--- src/rtl/ral_pkg.sv ---
`timescale 1ns / 1ps
// Shared types, sizes and codes for the resizable array list.
// No dependencies; every file but ral_ram imports this package.
package ral_pkg;

  // Number of entries in the element store.
  localparam int DEPTH     = 16;
  localparam int ADDR_W    = $clog2(DEPTH);
  localparam int CNT_W     = $clog2(DEPTH + 1);

  // Field widths of the request and result channels.
  localparam int OP_W      = 3;
  localparam int IDX_W     = 4;
  localparam int DATA_W    = 32;
  localparam int STAT_W    = 2;
  localparam int OUT_CNT_W = 5;
  localparam int CFG_W     = 5;

  // Common widths used when comparing values of different sizes.
  localparam int CMP_W     = (CNT_W > IDX_W) ? CNT_W : IDX_W;
  localparam int CLAMP_W   = (CNT_W > CFG_W) ? CNT_W : CFG_W;

  // Reset values of the capacity register and the initial capacity.
  localparam int CFG_RST   = 4;
  localparam int CAP_RST   = (DEPTH < CFG_RST) ? DEPTH : CFG_RST;

  typedef enum logic [OP_W-1:0] {
    OP_APPEND = 3'd0,
    OP_INSERT = 3'd1,
    OP_EDIT   = 3'd2,
    OP_DELETE = 3'd3,
    OP_FIND   = 3'd4,
    OP_READ   = 3'd5,
    OP_CLEAR  = 3'd6
  } ral_op_t;

  typedef enum logic [STAT_W-1:0] {
    ST_OK     = 2'd0,
    ST_BADIDX = 2'd1,
    ST_EMPTY  = 2'd2,
    ST_FULL   = 2'd3
  } ral_status_t;

  typedef enum logic [1:0] {
    S_IDLE,
    S_EXEC,
    S_WALK,
    S_FINISH
  } ral_state_t;

  // Commands from the controller to the datapath.
  typedef struct packed {
    logic        load;
    logic        st_we;
    ral_status_t st_code;
    logic        grow;
    logic        append;
    logic        edit;
    logic        clear;
    logic        walk_start;
    logic        walk_step;
    logic        walk_finish;
    logic        out_load;
  } ral_cmd_t;

  // Status from the datapath to the controller.
  typedef struct packed {
    ral_op_t op;
    logic    idx_gt_cnt;
    logic    idx_ge_cnt;
    logic    cnt_zero;
    logic    store_full;
    logic    walk_done;
    logic    out_free;
  } ral_stat_t;

endpackage

--- src/rtl/ral_req_if.sv ---
`timescale 1ns / 1ps
// Request channel: valid/ready handshake with op, index and value.
// Depends on ral_pkg for field widths.
interface ral_req_if import ral_pkg::*; ();
  logic                     valid;
  logic                     ready;
  logic [OP_W-1:0]          op;
  logic [IDX_W-1:0]         index;
  logic signed [DATA_W-1:0] value;

  modport source (output valid, output op, output index, output value, input ready);
  modport sink   (input valid, input op, input index, input value, output ready);
endinterface

--- src/rtl/ral_rsp_if.sv ---
`timescale 1ns / 1ps
// Result channel: valid/ready handshake with status, lookup data and sizes.
// Depends on ral_pkg for field widths.
interface ral_rsp_if import ral_pkg::*; ();
  logic                     valid;
  logic                     ready;
  logic [STAT_W-1:0]        status;
  logic                     found;
  logic signed [DATA_W-1:0] read_value;
  logic [OUT_CNT_W-1:0]     element_count;
  logic [OUT_CNT_W-1:0]     logical_capacity;

  modport source (output valid, output status, output found, output read_value,
                  output element_count, output logical_capacity, input ready);
  modport sink   (input valid, input status, input found, input read_value,
                  input element_count, input logical_capacity, output ready);
endinterface

--- src/rtl/ral_ram.sv ---
`timescale 1ns / 1ps
// Generic single-write, single-read RAM with a registered read port.
// No dependencies.
module ral_ram #(
  parameter int Width = 32,
  parameter int Depth = 16
) (
  input  logic                     clk,
  input  logic                     we,
  input  logic [$clog2(Depth)-1:0] waddr,
  input  logic [Width-1:0]         wdata,
  input  logic [$clog2(Depth)-1:0] raddr,
  output logic [Width-1:0]         rdata
);

  logic [Width-1:0] mem [Depth];
  logic [Width-1:0] rdata_r;

  // Write port and registered read port.
  always_ff @(posedge clk) begin
    if (we) begin
      mem[waddr] <= wdata;
    end
    rdata_r <= mem[raddr];
  end

  assign rdata = rdata_r;

endmodule

--- src/rtl/ral_datapath.sv ---
`timescale 1ns / 1ps
// Datapath: request latch, count and capacity, element walker and result register.
// Depends on ral_pkg and ral_ram.
module ral_datapath import ral_pkg::*; (
  input  logic                     clk,
  input  logic                     rst_n,
  input  ral_cmd_t                 cmd,
  output ral_stat_t                stat,
  input  logic [OP_W-1:0]          in_op,
  input  logic [IDX_W-1:0]         in_index,
  input  logic signed [DATA_W-1:0] in_value,
  input  logic                     cfg_we,
  input  logic [CFG_W-1:0]         cfg_wdata,
  output logic                     out_valid,
  input  logic                     out_ready,
  output logic [STAT_W-1:0]        out_status,
  output logic                     out_found,
  output logic signed [DATA_W-1:0] out_read_value,
  output logic [OUT_CNT_W-1:0]     out_element_count,
  output logic [OUT_CNT_W-1:0]     out_logical_capacity
);

  // Latched request.
  ral_op_t            op_r, op_nxt;
  logic [IDX_W-1:0]   idx_r, idx_nxt;
  logic [DATA_W-1:0]  val_r, val_nxt;

  // List state and configuration.
  logic [CNT_W-1:0]   count_r, count_nxt;
  logic [CNT_W-1:0]   cap_r, cap_nxt;
  logic [CFG_W-1:0]   init_r, init_nxt;

  // Per-request result.
  ral_status_t        status_r, status_nxt;
  logic               found_r, found_nxt;
  logic [DATA_W-1:0]  rdval_r, rdval_nxt;

  // Walker: next source address, pending write address, reads left, data pending.
  logic [CNT_W-1:0]   ptr_r, ptr_nxt;
  logic [ADDR_W-1:0]  wptr_r, wptr_nxt;
  logic [CNT_W-1:0]   left_r, left_nxt;
  logic               pend_r, pend_nxt;

  // Result register.
  logic                 ovalid_r, ovalid_nxt;
  ral_status_t          ostat_r, ostat_nxt;
  logic                 ofound_r, ofound_nxt;
  logic [DATA_W-1:0]    ordval_r, ordval_nxt;
  logic [OUT_CNT_W-1:0] ocnt_r, ocnt_nxt;
  logic [OUT_CNT_W-1:0] ocap_r, ocap_nxt;

  // RAM port signals.
  logic               ram_we;
  logic [ADDR_W-1:0]  ram_waddr;
  logic [DATA_W-1:0]  ram_wdata;
  logic [ADDR_W-1:0]  ram_raddr;
  logic [DATA_W-1:0]  ram_rdata;

  // Derived values.
  logic [CMP_W-1:0]   idx_w, cnt_w;
  logic [CNT_W:0]     cap_dbl;
  logic [CNT_W-1:0]   cap_grown;
  logic [CNT_W-1:0]   cap_init;
  logic [CNT_W-1:0]   cnt_dec;
  logic               walk_up;

  ral_ram #(
    .Width (DATA_W),
    .Depth (DEPTH)
  ) u_ram (
    .clk   (clk),
    .we    (ram_we),
    .waddr (ram_waddr),
    .wdata (ram_wdata),
    .raddr (ram_raddr),
    .rdata (ram_rdata)
  );

  // Capacity arithmetic: doubling with saturation, clamped initial value.
  always_comb begin
    cap_dbl = {cap_r, 1'b0};
    if (cap_dbl > (CNT_W + 1)'(DEPTH)) begin
      cap_grown = CNT_W'(DEPTH);
    end else begin
      cap_grown = cap_dbl[CNT_W-1:0];
    end
    if (init_r == '0) begin
      cap_init = CNT_W'(1);
    end else if (CLAMP_W'(init_r) > CLAMP_W'(DEPTH)) begin
      cap_init = CNT_W'(DEPTH);
    end else begin
      cap_init = CNT_W'(init_r);
    end
  end

  assign idx_w   = CMP_W'(idx_r);
  assign cnt_w   = CMP_W'(count_r);
  assign cnt_dec = count_r - CNT_W'(1);
  assign walk_up = (op_r == OP_INSERT);

  // Status to the controller.
  always_comb begin
    stat.op         = op_r;
    stat.idx_gt_cnt = (idx_w > cnt_w);
    stat.idx_ge_cnt = (idx_w >= cnt_w);
    stat.cnt_zero   = (count_r == '0);
    stat.store_full = (count_r == cap_r) && (cap_r == CNT_W'(DEPTH));
    stat.walk_done  = !pend_r && (left_r == '0);
    stat.out_free   = !ovalid_r || out_ready;
  end

  // Next-state logic of the datapath registers.
  always_comb begin
    op_nxt     = op_r;
    idx_nxt    = idx_r;
    val_nxt    = val_r;
    count_nxt  = count_r;
    cap_nxt    = cap_r;
    init_nxt   = init_r;
    status_nxt = status_r;
    found_nxt  = found_r;
    rdval_nxt  = rdval_r;
    ptr_nxt    = ptr_r;
    wptr_nxt   = wptr_r;
    left_nxt   = left_r;
    pend_nxt   = pend_r;
    ovalid_nxt = ovalid_r;
    ostat_nxt  = ostat_r;
    ofound_nxt = ofound_r;
    ordval_nxt = ordval_r;
    ocnt_nxt   = ocnt_r;
    ocap_nxt   = ocap_r;
    ram_we     = 1'b0;
    ram_waddr  = count_r[ADDR_W-1:0];
    ram_wdata  = val_r;
    ram_raddr  = ptr_r[ADDR_W-1:0];

    // Configuration write.
    if (cfg_we) begin
      init_nxt = cfg_wdata;
    end

    // Capture a new request.
    if (cmd.load) begin
      op_nxt     = ral_op_t'(in_op);
      idx_nxt    = in_index;
      val_nxt    = in_value;
      status_nxt = ST_OK;
      found_nxt  = 1'b0;
      rdval_nxt  = '0;
    end

    if (cmd.st_we) begin
      status_nxt = cmd.st_code;
    end

    // Double the capacity when the list is full.
    if (cmd.grow && (count_r == cap_r)) begin
      cap_nxt = cap_grown;
    end

    if (cmd.append) begin
      ram_we    = 1'b1;
      ram_waddr = count_r[ADDR_W-1:0];
      count_nxt = count_r + CNT_W'(1);
    end

    if (cmd.edit) begin
      ram_we    = 1'b1;
      ram_waddr = ADDR_W'(idx_r);
    end

    if (cmd.clear) begin
      count_nxt = '0;
      cap_nxt   = cap_init;
    end

    // Set up the walk over the affected entries.
    if (cmd.walk_start) begin
      pend_nxt = 1'b0;
      case (op_r)
        OP_INSERT: begin
          ptr_nxt  = cnt_dec;
          left_nxt = CNT_W'(cnt_w - idx_w);
        end
        OP_DELETE: begin
          ptr_nxt  = CNT_W'(idx_w + CMP_W'(1));
          left_nxt = CNT_W'(cnt_w - idx_w - CMP_W'(1));
        end
        OP_FIND: begin
          ptr_nxt  = '0;
          left_nxt = count_r;
        end
        OP_READ: begin
          ptr_nxt  = CNT_W'(idx_w);
          left_nxt = CNT_W'(1);
        end
        default: begin
          left_nxt = '0;
        end
      endcase
    end

    // One walker step: retire the pending word, issue the next read.
    if (cmd.walk_step) begin
      if (pend_r) begin
        case (op_r)
          OP_INSERT, OP_DELETE: begin
            ram_we    = 1'b1;
            ram_waddr = wptr_r;
            ram_wdata = ram_rdata;
          end
          OP_FIND: begin
            if (ram_rdata == val_r) begin
              found_nxt = 1'b1;
            end
          end
          OP_READ: begin
            rdval_nxt = ram_rdata;
          end
          default: begin
          end
        endcase
      end
      if (left_r != '0) begin
        ram_raddr = ptr_r[ADDR_W-1:0];
        pend_nxt  = 1'b1;
        left_nxt  = left_r - CNT_W'(1);
        if (walk_up) begin
          wptr_nxt = ADDR_W'(ptr_r + CNT_W'(1));
          ptr_nxt  = ptr_r - CNT_W'(1);
        end else begin
          wptr_nxt = ADDR_W'(ptr_r - CNT_W'(1));
          ptr_nxt  = ptr_r + CNT_W'(1);
        end
      end else begin
        pend_nxt = 1'b0;
      end
    end

    // Closing action once the walk has drained.
    if (cmd.walk_finish) begin
      case (op_r)
        OP_INSERT: begin
          ram_we    = 1'b1;
          ram_waddr = ADDR_W'(idx_r);
          ram_wdata = val_r;
          count_nxt = count_r + CNT_W'(1);
        end
        OP_DELETE: begin
          count_nxt = cnt_dec;
          if ((cap_r > CNT_W'(1)) && (cnt_dec <= (cap_r >> 1))) begin
            cap_nxt = cap_r >> 1;
          end
        end
        default: begin
        end
      endcase
    end

    // Result register: load a finished result, drop it once taken.
    if (cmd.out_load) begin
      ovalid_nxt = 1'b1;
      ostat_nxt  = status_r;
      ofound_nxt = found_r;
      ordval_nxt = rdval_r;
      ocnt_nxt   = OUT_CNT_W'(count_r);
      ocap_nxt   = OUT_CNT_W'(cap_r);
    end else if (out_ready) begin
      ovalid_nxt = 1'b0;
    end
  end

  // Control state with reset.
  always_ff @(posedge clk) begin
    if (!rst_n) begin
      count_r  <= '0;
      cap_r    <= CNT_W'(CAP_RST);
      init_r   <= CFG_W'(CFG_RST);
      pend_r   <= 1'b0;
      left_r   <= '0;
      ovalid_r <= 1'b0;
    end else begin
      count_r  <= count_nxt;
      cap_r    <= cap_nxt;
      init_r   <= init_nxt;
      pend_r   <= pend_nxt;
      left_r   <= left_nxt;
      ovalid_r <= ovalid_nxt;
    end
  end

  // Payload registers.
  always_ff @(posedge clk) begin
    op_r     <= op_nxt;
    idx_r    <= idx_nxt;
    val_r    <= val_nxt;
    status_r <= status_nxt;
    found_r  <= found_nxt;
    rdval_r  <= rdval_nxt;
    ptr_r    <= ptr_nxt;
    wptr_r   <= wptr_nxt;
    ostat_r  <= ostat_nxt;
    ofound_r <= ofound_nxt;
    ordval_r <= ordval_nxt;
    ocnt_r   <= ocnt_nxt;
    ocap_r   <= ocap_nxt;
  end

  assign out_valid            = ovalid_r;
  assign out_status           = ostat_r;
  assign out_found            = ofound_r;
  assign out_read_value       = ordval_r;
  assign out_element_count    = ocnt_r;
  assign out_logical_capacity = ocap_r;

endmodule

--- src/rtl/ral_ctrl.sv ---
`timescale 1ns / 1ps
// Controller: sequences one request at a time through decode, walk and result.
// Depends on ral_pkg.
module ral_ctrl import ral_pkg::*; (
  input  logic      clk,
  input  logic      rst_n,
  input  logic      in_valid,
  output logic      in_ready,
  input  ral_stat_t stat,
  output ral_cmd_t  cmd
);

  ral_state_t state_r, state_nxt;

  // State register.
  always_ff @(posedge clk) begin
    if (!rst_n) begin
      state_r <= S_IDLE;
    end else begin
      state_r <= state_nxt;
    end
  end

  // Next-state logic.
  always_comb begin
    state_nxt = state_r;
    unique case (state_r)
      S_IDLE: begin
        if (in_valid) begin
          state_nxt = S_EXEC;
        end
      end
      S_EXEC: begin
        state_nxt = S_FINISH;
        unique case (stat.op)
          OP_INSERT: begin
            if (!stat.idx_gt_cnt && !stat.store_full) begin
              state_nxt = S_WALK;
            end
          end
          OP_DELETE: begin
            if (!stat.cnt_zero && !stat.idx_ge_cnt) begin
              state_nxt = S_WALK;
            end
          end
          OP_FIND: begin
            state_nxt = S_WALK;
          end
          OP_READ: begin
            if (!stat.idx_ge_cnt) begin
              state_nxt = S_WALK;
            end
          end
          default: begin
          end
        endcase
      end
      S_WALK: begin
        if (stat.walk_done) begin
          state_nxt = S_FINISH;
        end
      end
      S_FINISH: begin
        if (stat.out_free) begin
          state_nxt = S_IDLE;
        end
      end
      default: begin
        state_nxt = S_IDLE;
      end
    endcase
  end

  // Output logic: request handshake and datapath commands.
  always_comb begin
    in_ready = 1'b0;
    cmd      = '0;
    cmd.st_code = ST_OK;
    unique case (state_r)
      S_IDLE: begin
        in_ready = 1'b1;
        cmd.load = in_valid;
      end
      S_EXEC: begin
        unique case (stat.op)
          OP_APPEND: begin
            if (stat.store_full) begin
              cmd.st_we   = 1'b1;
              cmd.st_code = ST_FULL;
            end else begin
              cmd.grow   = 1'b1;
              cmd.append = 1'b1;
            end
          end
          OP_INSERT: begin
            if (stat.idx_gt_cnt) begin
              cmd.st_we   = 1'b1;
              cmd.st_code = ST_BADIDX;
            end else if (stat.store_full) begin
              cmd.st_we   = 1'b1;
              cmd.st_code = ST_FULL;
            end else begin
              cmd.grow       = 1'b1;
              cmd.walk_start = 1'b1;
            end
          end
          OP_EDIT: begin
            if (stat.idx_ge_cnt) begin
              cmd.st_we   = 1'b1;
              cmd.st_code = ST_BADIDX;
            end else begin
              cmd.edit = 1'b1;
            end
          end
          OP_DELETE: begin
            if (stat.cnt_zero) begin
              cmd.st_we   = 1'b1;
              cmd.st_code = ST_EMPTY;
            end else if (stat.idx_ge_cnt) begin
              cmd.st_we   = 1'b1;
              cmd.st_code = ST_BADIDX;
            end else begin
              cmd.walk_start = 1'b1;
            end
          end
          OP_FIND: begin
            cmd.walk_start = 1'b1;
          end
          OP_READ: begin
            if (stat.idx_ge_cnt) begin
              cmd.st_we   = 1'b1;
              cmd.st_code = ST_BADIDX;
            end else begin
              cmd.walk_start = 1'b1;
            end
          end
          OP_CLEAR: begin
            cmd.clear = 1'b1;
          end
          default: begin
          end
        endcase
      end
      S_WALK: begin
        cmd.walk_step   = 1'b1;
        cmd.walk_finish = stat.walk_done;
      end
      S_FINISH: begin
        cmd.out_load = stat.out_free;
      end
      default: begin
      end
    endcase
  end

endmodule

--- src/rtl/resizable_array_list.sv ---
`timescale 1ns / 1ps
// Top level of the resizable array list: controller, datapath and channel wiring.
// Depends on ral_pkg, ral_req_if, ral_rsp_if, ral_ctrl and ral_datapath.
//
// The block keeps an ordered list of signed 32-bit words in a DEPTH-entry RAM
// and handles one request at a time. Append, edit, clear, the unused code and
// every refused request go from decode straight to the result state. Insert,
// delete, find and read first walk over the n entries moved or scanned (for
// insert count - index, for delete count - index - 1, for find count, for
// read one). The walk reads and writes the element RAM through its single
// read and single write port, one entry per cycle. The result state loads
// the result into an output register once that register is free. A finished
// result waits in the output register, and the next request is accepted while
// it is still waiting; a second result then stalls until the first is taken.
// The initial capacity register, which clear loads into the capacity, must be
// written by the user with cfg_we only while no request is in progress; the
// block itself does not enforce this.
module resizable_array_list import ral_pkg::*; (
  input  logic             clk,
  input  logic             rst_n,
  ral_req_if.sink          in_ch,
  ral_rsp_if.source        out_ch,
  input  logic             cfg_we,
  input  logic [CFG_W-1:0] cfg_wdata
);

  ral_cmd_t  cmd;
  ral_stat_t stat;

  // Sequencing of each request.
  ral_ctrl u_ctrl (
    .clk      (clk),
    .rst_n    (rst_n),
    .in_valid (in_ch.valid),
    .in_ready (in_ch.ready),
    .stat     (stat),
    .cmd      (cmd)
  );

  // Storage, arithmetic and the result register.
  ral_datapath u_dp (
    .clk                  (clk),
    .rst_n                (rst_n),
    .cmd                  (cmd),
    .stat                 (stat),
    .in_op                (in_ch.op),
    .in_index             (in_ch.index),
    .in_value             (in_ch.value),
    .cfg_we               (cfg_we),
    .cfg_wdata            (cfg_wdata),
    .out_valid            (out_ch.valid),
    .out_ready            (out_ch.ready),
    .out_status           (out_ch.status),
    .out_found            (out_ch.found),
    .out_read_value       (out_ch.read_value),
    .out_element_count    (out_ch.element_count),
    .out_logical_capacity (out_ch.logical_capacity)
  );

endmodule

--- src/flat_wrapper.sv ---
// flat-port wrapper written by rule: the top's interface ports become plain ports
module resizable_array_list_flat import ral_pkg::*;
  (clk, rst_n, cfg_we, cfg_wdata, in_ch_valid, in_ch_op, in_ch_index, in_ch_value, in_ch_ready, out_ch_valid, out_ch_status, out_ch_found, out_ch_read_value, out_ch_element_count, out_ch_logical_capacity, out_ch_ready);
  ral_req_if in_ch_i ();
  ral_rsp_if out_ch_i ();
  input  logic clk;
  input  logic rst_n;
  input  logic cfg_we;
  input  logic [CFG_W-1:0] cfg_wdata;
  input wire logic [$bits(in_ch_i.valid)-1:0] in_ch_valid;
  input wire logic [$bits(in_ch_i.op)-1:0] in_ch_op;
  input wire logic [$bits(in_ch_i.index)-1:0] in_ch_index;
  input wire logic [$bits(in_ch_i.value)-1:0] in_ch_value;
  output wire logic [$bits(in_ch_i.ready)-1:0] in_ch_ready;
  output wire logic [$bits(out_ch_i.valid)-1:0] out_ch_valid;
  output wire logic [$bits(out_ch_i.status)-1:0] out_ch_status;
  output wire logic [$bits(out_ch_i.found)-1:0] out_ch_found;
  output wire logic [$bits(out_ch_i.read_value)-1:0] out_ch_read_value;
  output wire logic [$bits(out_ch_i.element_count)-1:0] out_ch_element_count;
  output wire logic [$bits(out_ch_i.logical_capacity)-1:0] out_ch_logical_capacity;
  input wire logic [$bits(out_ch_i.ready)-1:0] out_ch_ready;
  assign in_ch_i.valid = in_ch_valid;
  assign in_ch_i.op = in_ch_op;
  assign in_ch_i.index = in_ch_index;
  assign in_ch_i.value = in_ch_value;
  assign in_ch_ready = in_ch_i.ready;
  assign out_ch_valid = out_ch_i.valid;
  assign out_ch_status = out_ch_i.status;
  assign out_ch_found = out_ch_i.found;
  assign out_ch_read_value = out_ch_i.read_value;
  assign out_ch_element_count = out_ch_i.element_count;
  assign out_ch_logical_capacity = out_ch_i.logical_capacity;
  assign out_ch_i.ready = out_ch_ready;
  resizable_array_list u_core (.clk(clk), .rst_n(rst_n), .in_ch(in_ch_i), .out_ch(out_ch_i), .cfg_we(cfg_we), .cfg_wdata(cfg_wdata));
endmodule
--- config.mk ---
export PLATFORM = sky130hd
export DESIGN_NAME = resizable_array_list_flat
export DESIGN_NICKNAME = d
export VERILOG_FILES = /design/src/rtl/ral_pkg.sv /design/src/rtl/ral_req_if.sv /design/src/rtl/ral_rsp_if.sv /design/src/rtl/ral_ram.sv /design/src/rtl/ral_datapath.sv /design/src/rtl/ral_ctrl.sv /design/src/rtl/resizable_array_list.sv /design/src/flat_wrapper.sv
export SDC_FILE = /design/constraint.sdc
export NUM_CORES = 1
export LEC_CHECK = 0
export BUFFER_PORTS_ARGS = -buffer_cell sky130_fd_sc_hd__buf_2
export CORE_MARGIN = 4
export CORE_UTILIZATION = 50
export CTS_CLUSTER_SIZE = 14
export DETAILED_ROUTE_END_ITERATION = 8
export GPL_TIMING_DRIVEN = 0
export PLACE_DENSITY = 0.72
export SLEW_MARGIN = 20
export SYNTH_ARGS = -nofsm -noshare
export SYNTH_HDL_FRONTEND = slang
export SYNTH_HIERARCHICAL = 1
export SYNTH_SLANG_ARGS = --single-unit
--- constraint.sdc ---
create_clock -name clk -period 5.6 [get_ports clk]
set_clock_uncertainty 0.2 [all_clocks]
set_input_delay 1.12 -clock clk [delete_from_list [all_inputs] [get_ports clk]]
set_output_delay 1.12 -clock clk [all_outputs]
set_load 0.05 [all_outputs]
== Word-level counts from Yosys, hierarchy flattened ==
Memories as Yosys holds them, arrays and structs flattened. A register that Yosys moved wholly into a read port is not among the register bits.
Cells that the tools add are included.

* Add/subtract/negate cells: 8
* $lt $le $gt $ge: 6
* Equal/unequal tests: 15
* Muxes and demuxes: 86
* Reductions and logical operators: 26

{| class="wikitable"
|+ Operators by type and width
! operator !! number
|-
| $mux 32 || 9
|-
| $mux 5 || 18
|-
| $pmux 5 s4 || 2
|-
| $eq 32x32->1 || 1
|-
| $mux 1 || 32
|-
| $mux 4 || 7
|-
| $sub 5x1->5 const B || 4
|-
| $logic_not 5->1 || 3
|-
| $mux 2 || 7
|-
| $mux 3 || 4
|-
| $pmux 3 s4 || 1
|-
| $add 5x1->5 const B || 2
|-
| $pmux 5 s2 || 1
|-
| $eq 3x3->1 const B || 3
|-
| $mux 8 || 1
|-
| $pmux 1 s4 || 2
|-
| $pmux 2 s4 || 1
|-
| $eq 3x2->1 const B || 2
|-
| $gt 6x5->1 const B || 1
|-
| $logic_and 1x1->1 || 6
|-
| $logic_not 1->1 || 6
|-
| $ne 2x2->1 const B || 3
|-
| $reduce_bool 2->1 || 3
|-
| $add 4x1->5 const B || 1
|-
| 19 further kinds || 21
|}

* Flip-flop bits (word level): 152
* Bits in writable memories: 512
* Input port bits: 49
* Logic and storage cells: 162
* Memories: 1

{| class="wikitable"
|+ Memory list
! name !! words !! bits a word !! read ports !! clocked after Yosys merged registers in !! write ports !! RTL line !! RTL
|-
| u_core.u_dp.u_ram.mem || 16 || 32 || 1 || 1 || 1 || ral_ram.sv:16 || <nowiki>logic [Width-1:0] mem [Depth];</nowiki>
|}

== Logic depth before layout (Yosys ltp) ==
* Depth after elaboration: 15
* Gate-level depth with buffers: 15
* Gate-level depth less buffers: 13

== Hierarchy ==
Netlist, hierarchy kept.

{| class="wikitable"
|+ Modules (own cells, without submodules)
! module !! instances !! cells each !! area an instance (um2) !! seq. area each (um2)
|-
| ral_ram || 1 || 838 || 19835.3 || 16015.4
|-
| ral_datapath || 1 || 622 || 7053.0 || 3883.7
|-
| ral_ctrl || 1 || 54 || 402.9 || 40.0
|}

== Least setup slack after synthesis ==
No wires, ideal clock.

* Path kind: register -> register
* Start point: register u_core.u_dp.idx_r[2]
* End point: memory u_core.u_dp.u_ram.mem[0][0] (enable)
* Setup time: 0.461 ns
* Data arrival time: 5.042 ns
* Data required time: 4.939 ns
* Slack: -0.103 ns
* Stages on the path, launching flop included: 13
* Path through: edfxtp_1 > inv_1 > ha_1 > and3b_1 > o21a_1 > nor3_1 > o21bai_1 > nor4b_1 > nand2b_1 > o22ai_1 > a21oi_1 > or3b_2 > nor3_1

{| class="wikitable"
|+ RTL lines
! what !! RTL line !! RTL
|-
| from (decl) || ral_datapath.sv:25 || <nowiki>logic [IDX_W-1:0] idx_r, idx_nxt;</nowiki>
|-
| from (signal assigned) || ral_datapath.sv:296 || <nowiki>idx_r <= idx_nxt;</nowiki>
|-
| to (decl) || ral_ram.sv:16 ||
|}

==> flow_summary.json <==
{
  "drv_slew": 0,
  "critical_path.top_delay_family": "simple AND/OR/NAND/NOR gates",
  "htreeDepth": 3,
  "crit_chain": "buf_2, inv_1, ha_1, and3b_1, o21a_1, nor3_1, o21bai_1, nor4b_1, nand2b_1, o22ai_1, a21oi_2, nand2_1, nor2_4, buf_16, buf_16",
  "finalCoreUtilization_pct": 58.8,
  "drt_first_pass_iters": 5,
  "port-buffer-count": 94,
  "worst-setup-path-type": "flop to flop",
  "tritoncts_num_sinks": 695,
  "yosys.cell_types.count": 73,
  "hold_buffers": 0,
  "starting_density_pct": 50.6,
  "die_area_sq_mm": 0.0584,
  "setup_repair_after_global_routing_missed_its_margin": "false",
  "dr_total_vias": 15079,
  "tightestPinTransition_ns": 1.07,
  "stdcell_area_sq_mm": 0.0317,
  "netlist_instances": 1514,
  "initial_antenna_violation_count": 0,
  "drt-wirelength-per-cell_um": 26.7,
  "power_per_cell_area_mw_per_mm2": 470,
  "floorplan.rows": 85,
  "grt_usage_pct": 22.4,
  "worst_slew_margin_rel_pct": 28.8,
  "final.min_clock_period_ns": 5.30,
  "result_of_the_run": "finished clean",
  "crit_path_max_fanout": 12,
  "viasPerCell": 6.09,
  "most_used_cell_along_the_critical_path": "sky130_fd_sc_hd__buf_16",
  "grt_pass1_vias": 15429,
  "maximum_clock_path_buffer_count": 3,
  "async_flop_share_pct": 0,
  "hold-path-cell-count": 0,
  "layout.cells.non_filler": 2475,
  "hp-class": "flop to flop",
  "stages_on_worst_setup_path": 15,
  "worstPathBufferInverterCount": 4,
  "layout_overhead_on_the_synthesized_area_pct": 16.3,
  "max-cap-violations": 0,
  "worst_ep_arrival_time_ns": 5.40,
  "p_leak_nw": 10.4,
  "tritoncts": "built",
  "numPlacedInstances": 2344,
  "worst_setup_path_start_kind": "flop",
  "routabilityCongestion": 0.859,
  "num_antenna_cells": 0,
  "cts_buffers": 70,
  "placement.cell_area_sq_mm": 0.0295,
  "drtAntennaViolNets": 0,
  "place_hpwl_mm": 43.0,
  "yosysSeqAreaShare_pct": 73.1,
  "die_h_um": 242,
  "routed_wl_mm": 66.0,
  "peak_ir_drop_on_the_vdd_network_v": 0.000281,
  "final.hold.worst_slack_ns": 0.225,
  "net_count_after_synthesis": 1583,
  "synthesis_stage_register_bit_count": 695,
  "die_width_um": 242,
  "number_of_warnings_reported_in_the_yosys_synthesis_log": 6,
  "synth_area_per_cell_sq_um": 18.0,
  "final_min_period_over_clock_period_pct": 94.7,
  "cts-root-buf": "sky130_fd_sc_hd__clkbuf_16",
  "number_of_cells_traversed_by_the_worst_register_to_register_path": 15,
  "max_freq_mhz": 189,
  "share_of_cells_above_drive_strength_1_pct": 25.8,
  "overflow": 0,
  "drt-initial-drc-count": 1654,
  "drt_drc_violations_left": 0,
  "setup_slack_ns": 0.297,
  "report.final.setup_viol": 0,
  "timing.final.hold_violations": 0,
  "post_synth_instance_area_sq_mm": 0.0273,
  "grt_max_degree": 29,
  "cell_with_the_largest_stage_delay_on_the_worst_path": "sky130_fd_sc_hd__nor4b_1",
  "worst_path_largest_cell_delay_ns": 0.62,
  "dp_slack_ns": 0.122,
  "yosys_most_used_dff": "sky130_fd_sc_hd__edfxtp_1",
  "worst_setup_path_end_kind": "flop",
  "synth-edff-count": 602,
  "nNetsFinal": 1790,
  "final_common_cell": "sky130_fd_sc_hd__edfxtp_1",
  "clock_transition_at_the_register_clock_pins_on_the_worst_setup_and_hold_paths_after_cts_ns": 0.06,
  "clock_latency_ns": 0.60,
  "core-area_sq_mm": 0.0539,
  "layout_common_cells": "sky130_fd_sc_hd__edfxtp_1, sky130_fd_sc_hd__mux4_2, sky130_fd_sc_hd__buf_2",
  "data_required_time_at_the_worst_endpoint_ns": 5.70,
  "io_pins": 96,
  "grt_pass1_wl_mm": 98.0
}
## final cells by class
type | instances | area, sq um
clock buffer | 106 | 2040
inverter | 27 | 101
sequential | 695 | 19900
fill | 3892 | 22200
tap | 696 | 871
buffer | 78 | 380
multi-input combinational | 714 | 7010
clock inverter | 24 | 163
timing repair buffer | 135 | 1220
## what timing repair did
| action | in CTS | in global routing |
|---|---|---|
| setup endpoints to repair | 0 | 143 |
| resized for setup | 0 | 3 |
| setup buffers | 0 | 1 |
## Yosys cell counts, drive strengths merged, types with 9 or more instances
cell / instances / area share, %
a21oi: 24 / 0.44
a22oi: 68 / 1.9
buf: 41 / 0.88
clkbuf: 37 / 0.51
dfxtp: 93 / 6.8
edfxtp: 602 / 66
ha: 19 / 0.87
inv: 26 / 0.36
mux2: 35 / 1.4
mux2i: 15 / 0.55
mux4: 128 / 11
nand2: 93 / 1.3
nand2b: 47 / 1.1
nand3: 14 / 0.30
nand4: 9 / 0.21
nor2: 42 / 0.59
nor2b: 12 / 0.28
nor3: 17 / 0.31
o21ai: 40 / 0.73
xnor2: 23 / 0.74
xor2: 27 / 0.87
## registers in the layout (all words and copies together), names as in the netlist, 3 cells and up
name / count
u_core/u_dp/left_r: 5
u_core/u_dp/out_read_value: 32
u_core/u_dp/ptr_r: 4
u_core/u_dp/u_ram/rdata: 32
u_core/u_dp/u_ram/mem: 512
u_core/u_dp/cap_r: 5
u_core/u_dp/cnt_w: 5
u_core/u_dp/wptr_r: 4
u_core/u_dp/rdval_r: 32
u_core/u_dp/init_r: 5
u_core/u_dp/val_r: 32
u_core/u_dp/out_logical_capacity: 5
u_core/u_dp/op_r: 3
u_core/u_dp/idx_r: 4
u_core/u_dp/out_element_count: 5
## where the power goes
| part | internal, mW | total [mW] | switching, mW | leakage [nW] |
|---|---|---|---|---|
| Sequential | 6.22 | 6.53 | 0.310 | 6.21 |
| Clock | 2.58 | 4.46 | 1.88 | 1.08 |
| Combinational | 1.55 | 3.92 | 2.37 | 3.15 |
| Total | 10.3 | 14.9 | 4.57 | 10.4 |
## layer usage
metal | vias up | wire length (um) | global-route usage (%)
met5 | - | 0 | 0
met4 | 0 | 2030 | 8.28
met3 | 112 | 6200 | 5.28
met2 | 726 | 31800 | 36.3
met1 | 7783 | 26000 | 30.1
li1 | 6458 | - | -
## logic make-up after synthesis
kind of cell / share of synthesized area [%]
AOI/OAI and AO/OA: 4.60
buffers and inverters: 1.77
xor gates and xnor gates: 1.60
DFF: 73.1
and+or+nand+nor: 5.47
muxes: 12.6
adders and majority gates: 0.944
## final timing paths
check | startpoint | end | slack, ns
min | u_core/u_dp/cnt_w[4] | u_core/u_dp/out_element_count[4] | 0.23
max reg2reg | u_core/u_dp/cnt_w[0] | u_core/u_dp/u_ram/mem[7][0] | 0.30
min reg2reg | u_core/u_dp/cnt_w[4] | u_core/u_dp/out_element_count[4] | 0.23
max | u_core/u_dp/cnt_w[0] | u_core/u_dp/u_ram/mem[7][0] | 0.30
## stage by stage
| step | setup TNS, ns | power, mW |
|---|---|---|
| global route | 0 | 15.5 |
| detailed placement | 0 | 10.5 |
| global placement | -873.95 | 10.4 |
| floorplan | 0 | 9.22 |
| CTS | 0 | 15.0 |
| finish | 0 | 14.9 |
Power figures use the tool's default switching activity.
